### config.mk
export PLATFORM = sky130hd
export DESIGN_NAME = base64_decoder_top
export DESIGN_NICKNAME = d
export VERILOG_FILES = /design/src/rtl/core/b64d_pkg.sv /design/src/rtl/core/b64d_front.sv /design/src/rtl/core/b64d_queue.sv /design/src/rtl/core/b64d_back.sv /design/src/rtl/core/base64_decoder_top.sv
export SDC_FILE = /design/constraint.sdc
export NUM_CORES = 1
export LEC_CHECK = 0
export BUFFER_PORTS_ARGS = -buffer_cell sky130_fd_sc_hd__buf_2
export CORE_MARGIN = 1
export CORE_UTILIZATION = 58
export CTS_BUF_LIST = sky130_fd_sc_hd__clkbuf_4 sky130_fd_sc_hd__clkbuf_8
export CTS_CLUSTER_DIAMETER = 100
export DETAILED_ROUTE_END_ITERATION = 16
export PLACE_DENSITY = 0.91
export SYNTH_ARGS = -nofsm -noshare
export SYNTH_HDL_FRONTEND = slang
export SYNTH_SLANG_ARGS = --single-unit
### constraint.sdc
create_clock -name i_clk -period 4.8 [get_ports i_clk]
set_clock_uncertainty 0.2 [all_clocks]
set_input_delay 0.96 -clock i_clk [delete_from_list [all_inputs] [get_ports i_clk]]
set_output_delay 0.96 -clock i_clk [all_outputs]
set_load 0.005 [all_outputs]
### src/rtl/core/b64d_pkg.sv
// b64d_pkg: shared types, constants and the character-to-sextet map of the base64 decoder.
// No dependencies; imported by every module under rtl/core.
package b64d_pkg;

    localparam logic [7:0] PAD_CHAR   = 8'h3D;   // '='
    localparam logic [7:0] PLUS_CHAR  = 8'h2B;   // '+'
    localparam logic [7:0] ZERO_CHAR  = 8'h30;   // '0'
    localparam logic [7:0] UPPER_A    = 8'h41;   // 'A'
    localparam logic [7:0] LOWER_A    = 8'h61;   // 'a'
    localparam logic [7:0] BND_SYMBOL = 8'h30;
    localparam logic [7:0] BND_DIGIT  = 8'h40;
    localparam logic [7:0] BND_UPPER  = 8'h60;
    localparam logic [7:0] OFS_SYMBOL = 8'd62;
    localparam logic [7:0] OFS_DIGIT  = 8'd52;
    localparam logic [7:0] OFS_LOWER  = 8'd26;

    localparam logic [15:0] MAX_BYTES_RST = 16'hFFFF;

    localparam int Q_DEPTH = 4;
    localparam int Q_AW    = $clog2(Q_DEPTH);

    // Work of one accepted character: up to three decoded bytes.
    typedef struct packed {
        logic [2:0][7:0] bytes;    // bytes[0] goes out first
        logic [1:0]      n_bytes;  // bytes actually emitted (0..3)
        logic            fin;      // character closed the message
        logic [15:0]     base;     // bytes emitted in the message before this item
    } t_bundle;

    typedef struct packed {
        logic full;
        logic empty;
    } t_q_stat;

    // Range arithmetic, everything mod 256.
    function automatic logic [7:0] to_sextet(input logic [7:0] c);
        logic [7:0] d;
        begin
            if (c < BND_SYMBOL) begin
                d = c - PLUS_CHAR;
                to_sextet = OFS_SYMBOL + {2'b00, d[7:2]};
            end else if (c < BND_DIGIT) begin
                to_sextet = OFS_DIGIT + (c - ZERO_CHAR);
            end else if (c < BND_UPPER) begin
                to_sextet = c - UPPER_A;
            end else begin
                to_sextet = OFS_LOWER + (c - LOWER_A);
            end
        end
    endfunction

endpackage

### src/rtl/core/b64d_front.sv
// b64d_front: accepts text characters, keeps the group and message state, and turns each
// character into a bundle of decoded bytes. Also holds the byte limit register.
// Depends on b64d_pkg.
module b64d_front import b64d_pkg::*; (
    input  logic        i_clk,
    input  logic        i_rst_n,
    input  logic        i_cfg_valid,
    output logic        o_cfg_ready,
    input  logic [15:0] i_cfg_data,
    input  logic        i_tvalid,
    output logic        o_tready,
    input  logic [7:0]  i_tdata,
    input  logic        i_tlast,
    input  t_q_stat     i_q_stat,
    output logic        o_push,
    output t_bundle     o_bundle
);

    logic [2:0][7:0] r_buf, n_buf;
    logic [1:0]      r_fill, n_fill;
    logic [15:0]     r_rem, n_rem;
    logic [15:0]     r_emitted;
    logic            r_stopped;
    logic [15:0]     r_max;

    logic       accept;
    logic       stop0, stop1, is_pad;
    logic [7:0] sx;
    logic [1:0] k, n;

    assign o_cfg_ready = 1'b1;
    assign o_tready    = !i_q_stat.full;
    assign accept      = i_tvalid && o_tready;

    always_comb begin
        sx     = to_sextet(i_tdata);
        is_pad = (i_tdata == PAD_CHAR);
        stop0  = r_stopped || (r_rem == 16'd0);
        stop1  = stop0;
        n_buf  = r_buf;
        n_fill = r_fill;
        k      = 2'd0;
        if (!stop0) begin
            if (is_pad) begin
                k      = (r_fill > 2'd1) ? r_fill - 2'd1 : 2'd0;
                n_fill = 2'd0;
                stop1  = 1'b1;
            end else if (r_fill < 2'd3) begin
                n_buf[r_fill] = sx;
                n_fill        = r_fill + 2'd1;
            end else begin
                n_fill = 2'd0;
                k      = 2'd3;
            end
        end
        // final flush of a partial group
        if (i_tlast && !stop1) begin
            if (n_fill > 2'd1) k = n_fill - 2'd1;
            n_fill = 2'd0;
        end
        n     = (r_rem < {14'd0, k}) ? r_rem[1:0] : k;
        n_rem = r_rem - {14'd0, n};
    end

    always_comb begin
        o_bundle.bytes[0] = {n_buf[0][5:0], 2'b00} | {4'd0, n_buf[1][7:4]};
        o_bundle.bytes[1] = {n_buf[1][3:0], 4'd0}  | {2'd0, n_buf[2][7:2]};
        o_bundle.bytes[2] = {n_buf[2][1:0], 6'd0}  | sx;
        o_bundle.n_bytes  = n;
        o_bundle.fin      = i_tlast;
        o_bundle.base     = r_emitted;
    end

    assign o_push = accept && ((n != 2'd0) || i_tlast);

    always_ff @(posedge i_clk) begin
        if (!i_rst_n) begin
            r_buf     <= '0;
            r_fill    <= 2'd0;
            r_rem     <= MAX_BYTES_RST;
            r_emitted <= 16'd0;
            r_stopped <= 1'b0;
            r_max     <= MAX_BYTES_RST;
        end else begin
            if (i_cfg_valid) begin
                r_max <= i_cfg_data;
                if (r_fill == 2'd0 && r_emitted == 16'd0 && !r_stopped) r_rem <= i_cfg_data;
            end
            if (accept) begin
                r_buf <= n_buf;
                if (i_tlast) begin
                    r_fill    <= 2'd0;
                    r_emitted <= 16'd0;
                    r_stopped <= 1'b0;
                    r_rem     <= r_max;
                end else begin
                    r_fill    <= n_fill;
                    r_emitted <= r_emitted + {14'd0, n};
                    r_stopped <= stop1 || (n_rem == 16'd0);
                    r_rem     <= n_rem;
                end
            end
        end
    end

endmodule

### src/rtl/core/b64d_queue.sv
// b64d_queue: short bundle FIFO between front and back, register based.
// Depends on b64d_pkg.
module b64d_queue import b64d_pkg::*; (
    input  logic    i_clk,
    input  logic    i_rst_n,
    input  logic    i_push,
    input  t_bundle i_bundle,
    input  logic    i_pop,
    output t_bundle o_head,
    output t_q_stat o_stat
);

    t_bundle          r_mem [Q_DEPTH];
    logic [Q_AW-1:0]  r_wr, r_rd;
    logic [Q_AW:0]    r_cnt;

    assign o_stat.full  = (r_cnt == (Q_AW+1)'(Q_DEPTH));
    assign o_stat.empty = (r_cnt == '0);
    assign o_head       = r_mem[r_rd];

    always_ff @(posedge i_clk) begin
        if (i_push) r_mem[r_wr] <= i_bundle;
    end

    always_ff @(posedge i_clk) begin
        if (!i_rst_n) begin
            r_wr  <= '0;
            r_rd  <= '0;
            r_cnt <= '0;
        end else begin
            if (i_push) r_wr <= r_wr + 1'b1;
            if (i_pop)  r_rd <= r_rd + 1'b1;
            case ({i_push, i_pop})
                2'b10:   r_cnt <= r_cnt + 1'b1;
                2'b01:   r_cnt <= r_cnt - 1'b1;
                default: r_cnt <= r_cnt;
            endcase
        end
    end

endmodule

### src/rtl/core/b64d_back.sv
// b64d_back: walks the head bundle one byte per cycle into the output register,
// unless the output stalls. Depends on b64d_pkg.
module b64d_back import b64d_pkg::*; (
    input  logic        i_clk,
    input  logic        i_rst_n,
    input  t_bundle     i_head,
    input  t_q_stat     i_q_stat,
    output logic        o_pop,
    output logic        o_tvalid,
    input  logic        i_tready,
    output logic [23:0] o_tdata,
    output logic        o_tuser,
    output logic        o_tlast
);

    logic [1:0]  r_idx;
    logic        r_valid;
    logic [7:0]  r_byte;
    logic [15:0] r_so_far;
    logic        r_present, r_last;

    logic        load, present, last_item;
    logic [1:0]  cnt;

    assign present   = (i_head.n_bytes != 2'd0);
    assign cnt       = present ? i_head.n_bytes : 2'd1;
    assign last_item = (r_idx == cnt - 2'd1);
    assign load      = !i_q_stat.empty && (!r_valid || i_tready);
    assign o_pop     = load && last_item;

    always_ff @(posedge i_clk) begin
        if (!i_rst_n) begin
            r_idx   <= 2'd0;
            r_valid <= 1'b0;
        end else begin
            if (load) begin
                r_valid <= 1'b1;
                r_idx   <= last_item ? 2'd0 : r_idx + 2'd1;
            end else if (i_tready) begin
                r_valid <= 1'b0;
            end
        end
    end

    always_ff @(posedge i_clk) begin
        if (load) begin
            r_byte    <= present ? i_head.bytes[r_idx] : 8'd0;
            r_so_far  <= present ? i_head.base + 16'(r_idx) + 16'd1 : i_head.base;
            r_present <= present;
            r_last    <= i_head.fin && last_item;
        end
    end

    assign o_tvalid = r_valid;
    assign o_tdata  = {r_so_far, r_byte};
    assign o_tuser  = r_present;
    assign o_tlast  = r_last;

endmodule

### src/rtl/core/base64_decoder_top.sv
// base64_decoder_top: base64 text to octets, one character in, up to three bytes out.
// Depends on b64d_pkg, b64d_front, b64d_queue, b64d_back.
//
//  channel   dir  handshake                 payload
//  ------    ---  ------------------------  -------------------------------------------
//  s_axis    in   i_s_axis_tvalid/tready    tdata[7:0] text_char, tlast final_char
//  m_axis    out  o_m_axis_tvalid/tready    tdata[7:0] data_byte, [23:8] bytes_so_far,
//                                           tuser byte_present, tlast end_of_message
//  cfg       in   i_cfg_valid/o_cfg_ready   i_cfg_data[15:0] max_output_bytes
//
// One character is accepted per cycle while the 4-entry bundle queue has room; the
// front decodes it in the accept cycle. The back drains one result item per cycle
// while m_axis is ready, so a complete group of four characters (three bytes) keeps
// up with a character per cycle. Its bytes pass the queue, then the output register.
// Reset (synchronous, active low) clears the queue, the group state and sets the byte
// limit to 65535. A stall on the output fills the queue, then drops s_axis tready.
module base64_decoder_top import b64d_pkg::*; (
    input  logic        i_clk,
    input  logic        i_rst_n,
    // configuration
    input  logic        i_cfg_valid,
    output logic        o_cfg_ready,
    input  logic [15:0] i_cfg_data,     // max_output_bytes
    // text in
    input  logic        i_s_axis_tvalid,
    output logic        o_s_axis_tready,
    input  logic [7:0]  i_s_axis_tdata,  // [7:0] text_char
    input  logic        i_s_axis_tlast,  // final_char
    // bytes out
    output logic        o_m_axis_tvalid,
    input  logic        i_m_axis_tready,
    output logic [23:0] o_m_axis_tdata,  // [7:0] data_byte, [23:8] bytes_so_far
    output logic        o_m_axis_tuser,  // byte_present
    output logic        o_m_axis_tlast   // end_of_message
);

    t_bundle push_bundle, head;
    t_q_stat q_stat;
    logic    push, pop;

    // front: decode and message bookkeeping
    b64d_front u_front (
        .i_clk       (i_clk),
        .i_rst_n     (i_rst_n),
        .i_cfg_valid (i_cfg_valid),
        .o_cfg_ready (o_cfg_ready),
        .i_cfg_data  (i_cfg_data),
        .i_tvalid    (i_s_axis_tvalid),
        .o_tready    (o_s_axis_tready),
        .i_tdata     (i_s_axis_tdata),
        .i_tlast     (i_s_axis_tlast),
        .i_q_stat    (q_stat),
        .o_push      (push),
        .o_bundle    (push_bundle)
    );

    // decouples the bursty byte groups from the steady character stream
    b64d_queue u_queue (
        .i_clk    (i_clk),
        .i_rst_n  (i_rst_n),
        .i_push   (push),
        .i_bundle (push_bundle),
        .i_pop    (pop),
        .o_head   (head),
        .o_stat   (q_stat)
    );

    // back: serializes bundles into result items
    b64d_back u_back (
        .i_clk    (i_clk),
        .i_rst_n  (i_rst_n),
        .i_head   (head),
        .i_q_stat (q_stat),
        .o_pop    (pop),
        .o_tvalid (o_m_axis_tvalid),
        .i_tready (i_m_axis_tready),
        .o_tdata  (o_m_axis_tdata),
        .o_tuser  (o_m_axis_tuser),
        .o_tlast  (o_m_axis_tlast)
    );

    // an item without a byte only ever closes a message
    a_nobyte_is_last: assert property (@(posedge i_clk) disable iff (!i_rst_n)
        (o_m_axis_tvalid && !o_m_axis_tuser) |-> o_m_axis_tlast)
        else $error("byte-less result item not marked end_of_message");

    // byte-less item carries a zero data byte
    a_nobyte_zero: assert property (@(posedge i_clk) disable iff (!i_rst_n)
        (o_m_axis_tvalid && !o_m_axis_tuser) |-> (o_m_axis_tdata[7:0] == 8'd0))
        else $error("byte-less result item has nonzero data");

    // input is held off while the queue is full
    a_full_blocks: assert property (@(posedge i_clk) disable iff (!i_rst_n)
        q_stat.full |-> !o_s_axis_tready)
        else $error("input ready while bundle queue full");

    // a pop never happens on an empty queue
    a_no_underflow: assert property (@(posedge i_clk) disable iff (!i_rst_n)
        pop |-> !q_stat.empty)
        else $error("bundle queue underflow");

endmodule

==> results of run 1 <==
-- per-layer routing --
metal / track usage / part of all wire
met1: 0.3291 / 0.41
met2: 0.4134 / 0.49
met3: 0.04424 / 0.071
met4: 0.09192 / 0.022
met5: 0 / 0
-- power by group through the flow --
stage	Sequential (mW)	Combinational, mW	Clock, mW
final	3.13	1.34	2.09
after global placement	3.16	1.27	0
after global routing	3.16	1.47	2.22
after CTS	3.13	1.34	2.12
after detailed placement	3.18	1.33	0
after floorplan	3.16	0.888	0
-- cells in the final DEF (no fill, tap or decap), types with 4 or more instances in the layout --
cell       synthesis  layout
a21boi_0          14      14
a21o_1             4       4
a21oi_1           37      36
a31oi_1            8       8
and2_1            17      17
and3_1             9       9
buf_2              8      57
buf_4              1      17
clkbuf_4           0      20
clkbuf_8           0      51
clkinv_1           1       7
dfxtp_1           85      83
edfxtp_1         198     198
ha_1              25      25
inv_1             30      30
mux2_2             9       9
mux2i_1           38      38
mux4_2            43      43
nand2_1          122     122
nand2b_1           5       5
nand3_1           25      25
nand3b_1           8       8
nand4_1           12      12
nand4b_1           4       4
nor2_1            70      66
nor2_4             0       4
nor2b_1           11      11
nor3_1            13      13
nor3b_1            5       5
nor4_1             8       8
o2111ai_1          5       5
o21ai_0           31      31
or3_1              8       8
xnor2_1           29      29
xor2_1            18      18
-- state kept, by name, summed over array words and instances, names as in the netlist, named ones only --
| name | count |
|---|---|
| u_back.o_tlast | 1 |
| u_back.o_tuser | 1 |
| u_front.r_rem | 16 |
| u_queue.r_wr | 2 |
| u_back.r_byte | 8 |
| u_back.r_idx | 2 |
| u_front.r_buf | 22 |
| u_queue.r_cnt | 3 |
| u_front.r_fill | 2 |
| u_front.r_emitted | 16 |
| u_front.r_max | 16 |
| u_back.o_tvalid | 1 |
| u_queue.r_rd | 2 |
| u_back.r_so_far | 16 |
| u_queue.r_mem | 172 |
| u_front.r_stopped | 1 |
-- worst max-delay path: stages, from the launching register on --
cell and delay [ns]:
dfxtp_1 0.54, inv_1 0.14, ha_1 0.34, nand2_1 0.12, a22o_1 0.27, o21ai_2 0.31, and2_1 0.20, o21ai_0 0.07
nand2_1 0.19, ha_1 0.18, inv_1 0.06, ha_1 0.23, a21o_1 0.26, or4_1 0.42, a21oi_1 0.16, o21ai_1 0.08
nand4_1 0.09
-- kinds of logic (layout without fill, tap and decap cells) --
logic type                 after synthesis  count (layout)  synth area share
AOI/OAI and AO/OA                      139             139           0.07644
xor gates and xnor gates                47              47           0.03216
adders and majority gates               29              29           0.02922
buffers and inverters                   76             190           0.02346
DFF                                    283             283            0.5974
muxes                                   92              92            0.1150
other                                    1               1         0.0002929
and+or+nand+nor                        330             330            0.1260
-- per-stage QoR --
step / cell area [sq um] / total power [mW]
after floorplan: 12800 / 4.044
after global placement: 13470 / 4.422
after detailed placement: 13470 / 4.501
after CTS: 14410 / 6.588
after global routing: 14410 / 6.853
final: 14410 / 6.562
-- worst paths after layout --
| check | from | to | slack [ns] | cells after the start |
|---|---|---|---|---|
| setup / recovery | u_front.r_fill[0] | u_front.r_rem[14] | 0.87 | 16 |
| hold / removal | u_front.r_max[14] | u_front.r_max[14] | 0.27 | 2 |
| setup reg to reg | u_front.r_fill[0] | u_front.r_rem[14] | 0.87 | 16 |
| hold reg to reg | u_front.r_max[14] | u_front.r_max[14] | 0.27 | 2 |
-- cell type report --
| class | instances | share of cell area |
|---|---|---|
| tap | 275 | 0.02388 |
| sequential | 283 | 0.5310 |
| clock inverter | 11 | 0.005905 |
| multi-input combinational | 638 | 0.3392 |
| clock buffer | 71 | 0.05914 |
| inverter | 31 | 0.008076 |
| timing repair buffer | 77 | 0.03283 |
==> impl_metrics.ini, run 1 <==
[global_route]
grt_pass1_wl_mm = 42.72
antenna_found_initial = 0
grt_pass1_vias = 8159
gr-total-overflow = 0
grt_max_degree = 44
grt_use_total = 0.2493

[placement]
dp.cells = 1304
pre_cts_slack_ns = 0.3685
io_buffers = 57
gp_congestion = 0.9015
hpwl_mm = 17.68

[synth]
postSynthAreaPerCell_sq_um = 12.84
syn_nets = 1054
synthDominantCellAreaShare = 0.4645
synth_commonest_cells = 198 x edfxtp_1, 122 x nand2_1, 85 x dfxtp_1
synth.top_cells.by_area = edfxtp_1 46%, dfxtp_1 13%, mux4_2 7.6%, nand2_1 3.6%, mux2i_1 3.0%
yosysWarnings = 0
netlist_area_sq_um = 12800
netlist-cell-type-count = 73
async_flop_share = 0
synth_edf_count = 198
yosysTopAreaCell = edfxtp_1
synth_seq_cells = 283
yosysMostFrequentCell = edfxtp_1
ys_seq_area_frac = 0.5974
syn_inst = 997
synthFlopType = edfxtp_1

[power]
p_leak_nw = 5.120
clkPwrFrac = 0.319
combPwrFrac = 0.204
power.switching_mw = 1.841
switching_share = 0.2805
p_per_area_nw_per_um2 = 455.5
p_seq_frac = 0.477
p_int_mw = 4.722
vdd_ir_drop_max_mv = 0.2955

[drt]
drtPass1Iterations = 5
drc = 0
via_count = 8449
avgViaCountPerCell = 6.096
ant_nets = 0
drtIter0Drc = 737
wirelength_mm = 27.46
wire_per_inst_um = 19.81

[sta]
relSlewSlack = 0.1886
fin_crit_ns = 3.925
slew_viol_final = 0
fin_crit_sh = 0.8178
worst_slew_pin_slew_ns = 1.204
finalSetupViolations = 0
tns_ns = 0
hold_violations = 0
rsz0062_at_grt = no
hold_slack_ns = 0.2664
fmax_ghz = 0.2547
post-route-worst-setup-slack_ns = 0.8745

[clock_network]
htreeDepth = 2
cts_hold_repair.buffers = 0
numCtsBuffers = 44
clk_pin_slew_ns = 0.06
cts_tree = built
cts-resized-gates = 0
clk_path_buf_depth = 3
post_cts_buffers = 0
cts_num_sinks = 283
clkLatencyLatePin_ns = 0.55
cts_root_buf = clkbuf_8

[layout]
drive_gt1_frac = 0.2061
fillers = 1437
synthToLayoutAreaGrowth_pct = 12.55
multi_input_area_sq_um = 4887
final_util = 0.6747
diodes = 0
fin_nets = 1132
instances_no_fill = 1386
register_area_sq_um = 7650

[critical_path]
critPathMaxFanout = 9
start_kind = flop
end_kind = flop
required_ns = 5.08
arrival_ns = 4.21
critPathKind = reg -> reg

[die]
die_x_um = 150.6
io_pins = 59
die_h_um = 150.6
fp.coreArea_sq_um = 21350
row_count = 53
die-area_sq_um = 22670
initial_core_util = 0.5995

[run]
maxCapViolCount = 0

[status]
outcome = finished clean

[min_path]
hold_class = reg -> reg
No activity file was read; power rests on OpenSTA's default activity.
==> run 2: changes to the inputs <==
==> constraint.sdc (replaced) <==
create_clock -name i_clk -period 3.4 [get_ports i_clk]
set_clock_uncertainty 0.2 [all_clocks]
set_input_delay 0.68 -clock i_clk [delete_from_list [all_inputs] [get_ports i_clk]]
set_output_delay 0.68 -clock i_clk [all_outputs]
set_load 0.005 [all_outputs]
==> impl_metrics.ini, run 2 (same netlist as run 1, synthesis figures left out) <==
[status]
outcome = finished clean

[power]
switching_share = 0.2841
p_leak_nw = 5.461
combPwrFrac = 0.218
p_per_area_nw_per_um2 = 633.4
p_seq_frac = 0.462
p_int_mw = 6.824
clkPwrFrac = 0.320
power.switching_mw = 2.708
vdd_ir_drop_max_mv = 0.3904
power.total_mw = 9.532

[layout]
instances_no_fill = 1451
diodes = 0
fillers = 1333
final_common_cell = edfxtp_1
multi_input_area_sq_um = 5005
fin_nets = 1195
final_cell_mix = 198 x edfxtp_1, 120 x nand2_1, 83 x dfxtp_1
drive_gt1_frac = 0.2679
reg_top3 = u_queue.r_mem: 172 flops, u_front.r_buf: 22 flops
largest_register_ffs = 172
synthToLayoutAreaGrowth_pct = 17.57
regMostFlops = u_queue.r_mem
register_area_sq_um = 7650
stdcell_area_sq_um = 15050

[sta]
fin_crit_sh = 0.9547
fmax_ghz = 0.3081
hold_violations = 0
fin_crit_ns = 3.246
relSlewSlack = 0.3371
tns_ns = 0
finalSetupViolations = 0
slew_viol_final = 0
worst_slew_pin_slew_ns = 0.9943

[critical_path]
path_buf_inv = 1
crit_path_top_delay_cell = or3_1
r2r_start = u_front.r_rem[12]
ff2ff_path_depth = 14
critPathKind = reg -> reg
required_ns = 3.63
r2r_end = u_front.r_emitted[6]
reg2reg_slack_ns = 0.15
path_delay_family = simple AND/OR/NAND/NOR gates
end_kind = flop
critPathMaxFanout = 6
arrival_ns = 3.48
crit_start = u_front.r_rem[12]
critical_path.max_stage_delay_ns = 0.42
start_kind = flop
cp_cell_sequence = or3_1, nor3_4, a31oi_4, o211a_1, o21ai_0, nand2_1, buf_4, ha_1, ha_1, a31oi_4, nor2_1, nand4_1, xor2_1, nor2_1

[global_route]
grt_use_total = 0.2597
grt_pass1_vias = 8652
antenna_found_initial = 0
grt_pass1_wl_mm = 44.79
grt_max_degree = 44
gr-total-overflow = 0

[die]
fp.coreArea_sq_um = 21350
die-area_sq_um = 22670
die_h_um = 150.6
initial_core_util = 0.5995
die_x_um = 150.6
io_pins = 59
row_count = 53

[drt]
via_count = 8676
wire_per_inst_um = 19.61
wirelength_mm = 28.46
drtIter0Drc = 756
drc = 0
drtPass1Iterations = 5
avgViaCountPerCell = 5.979
ant_nets = 0

[placement]
gp_congestion = 0.9320
dp.cells = 1363
io_buffers = 57
postPlaceCellArea_sq_um = 14000
hpwl_mm = 19.10

[clock_network]
cts_num_sinks = 283
cts_root_buf = clkbuf_8
cts_hold_repair.buffers = 0
clk_path_buf_depth = 3
htreeDepth = 2
clkLatencyLatePin_ns = 0.56
numCtsBuffers = 46
clk_pin_slew_ns = 0.06
cts_tree = built

[min_path]
holdPathStages = 3
min_from = i_cfg_data[10]
whs_endpoint = u_front.r_rem[10]
hold_class = in -> reg

[run]
maxCapViolCount = 0
[run 2: worst register-to-register path, stage by stage, from the launching register on]
cell	delay (ns)
dfxtp_1	0.35
or3_1	0.42
nor3_4	0.21
a31oi_4	0.18
o211a_1	0.18
o21ai_0	0.18
nand2_1	0.12
buf_4	0.17
ha_1	0.20
ha_1	0.22
a31oi_4	0.23
nor2_1	0.12
nand4_1	0.12
xor2_1	0.18
nor2_1	0.07
[run 2: layout make-up]
type / count / area share
inverters: 31 / 0.007898
clock inverters: 20 / 0.01081
flip-flops and latches: 283 / 0.5083
repair buffers: 138 / 0.06351
well taps: 275 / 0.02286
clock buffers: 66 / 0.05412
multi-input cells: 638 / 0.3325
[run 2: per-layer routing]
| layer | vias to the layer above | share of wire | track usage |
|---|---|---|---|
| met5 | - | 0 | 0 |
| li1 | 3990 | - | - |
| met1 | 4213 | 0.39 | 0.3253 |
| met3 | 70 | 0.083 | 0.05727 |
| met2 | 403 | 0.50 | 0.4429 |
| met4 | 0 | 0.029 | 0.09293 |
[run 2: how the worst max path moves through the flow]
stage,end,cells past startpoint
final,u_front.r_emitted[6],14
after floorplan,u_queue.r_mem[0][0],7
after detailed placement,u_front.r_emitted[12],18
after global placement,u_front.r_emitted[12],18
after global routing,u_front.r_emitted[6],14
after CTS,u_front.r_emitted[8],16
[run 2: what timing repair did]
action                                  in CTS  in global routing
gates cloned                                 0                  0
setup buffers                                0                  2
pin swaps                                    0                  2
endpoints found under the setup margin       5                  9
resized for setup                            1                 11
[run 2: stage by stage]
step	hold slack, ns	util	worst slack, ns
2_1_floorplan	0.2327	-	-0.2323
5_1_grt	0.1513	0.7049	-0.02423
3_5_place_dp	0.2593	0.6555	-0.4403
3_3_place_gp	0.2489	0.6555	-0.2883
4_1_cts	0.1371	0.7015	0.03087
6_report	0.1501	0.7049	0.1539
[run 2: power groups by stage]
stage	Clock (mW)	Sequential (mW)	Combinational (mW)
after floorplan	0	4.45	1.28
after global placement	0	4.44	1.94
after detailed placement	0	4.47	2.04
after CTS	3.08	4.40	2.06
after global routing	3.23	4.45	2.29
final	3.05	4.41	2.08
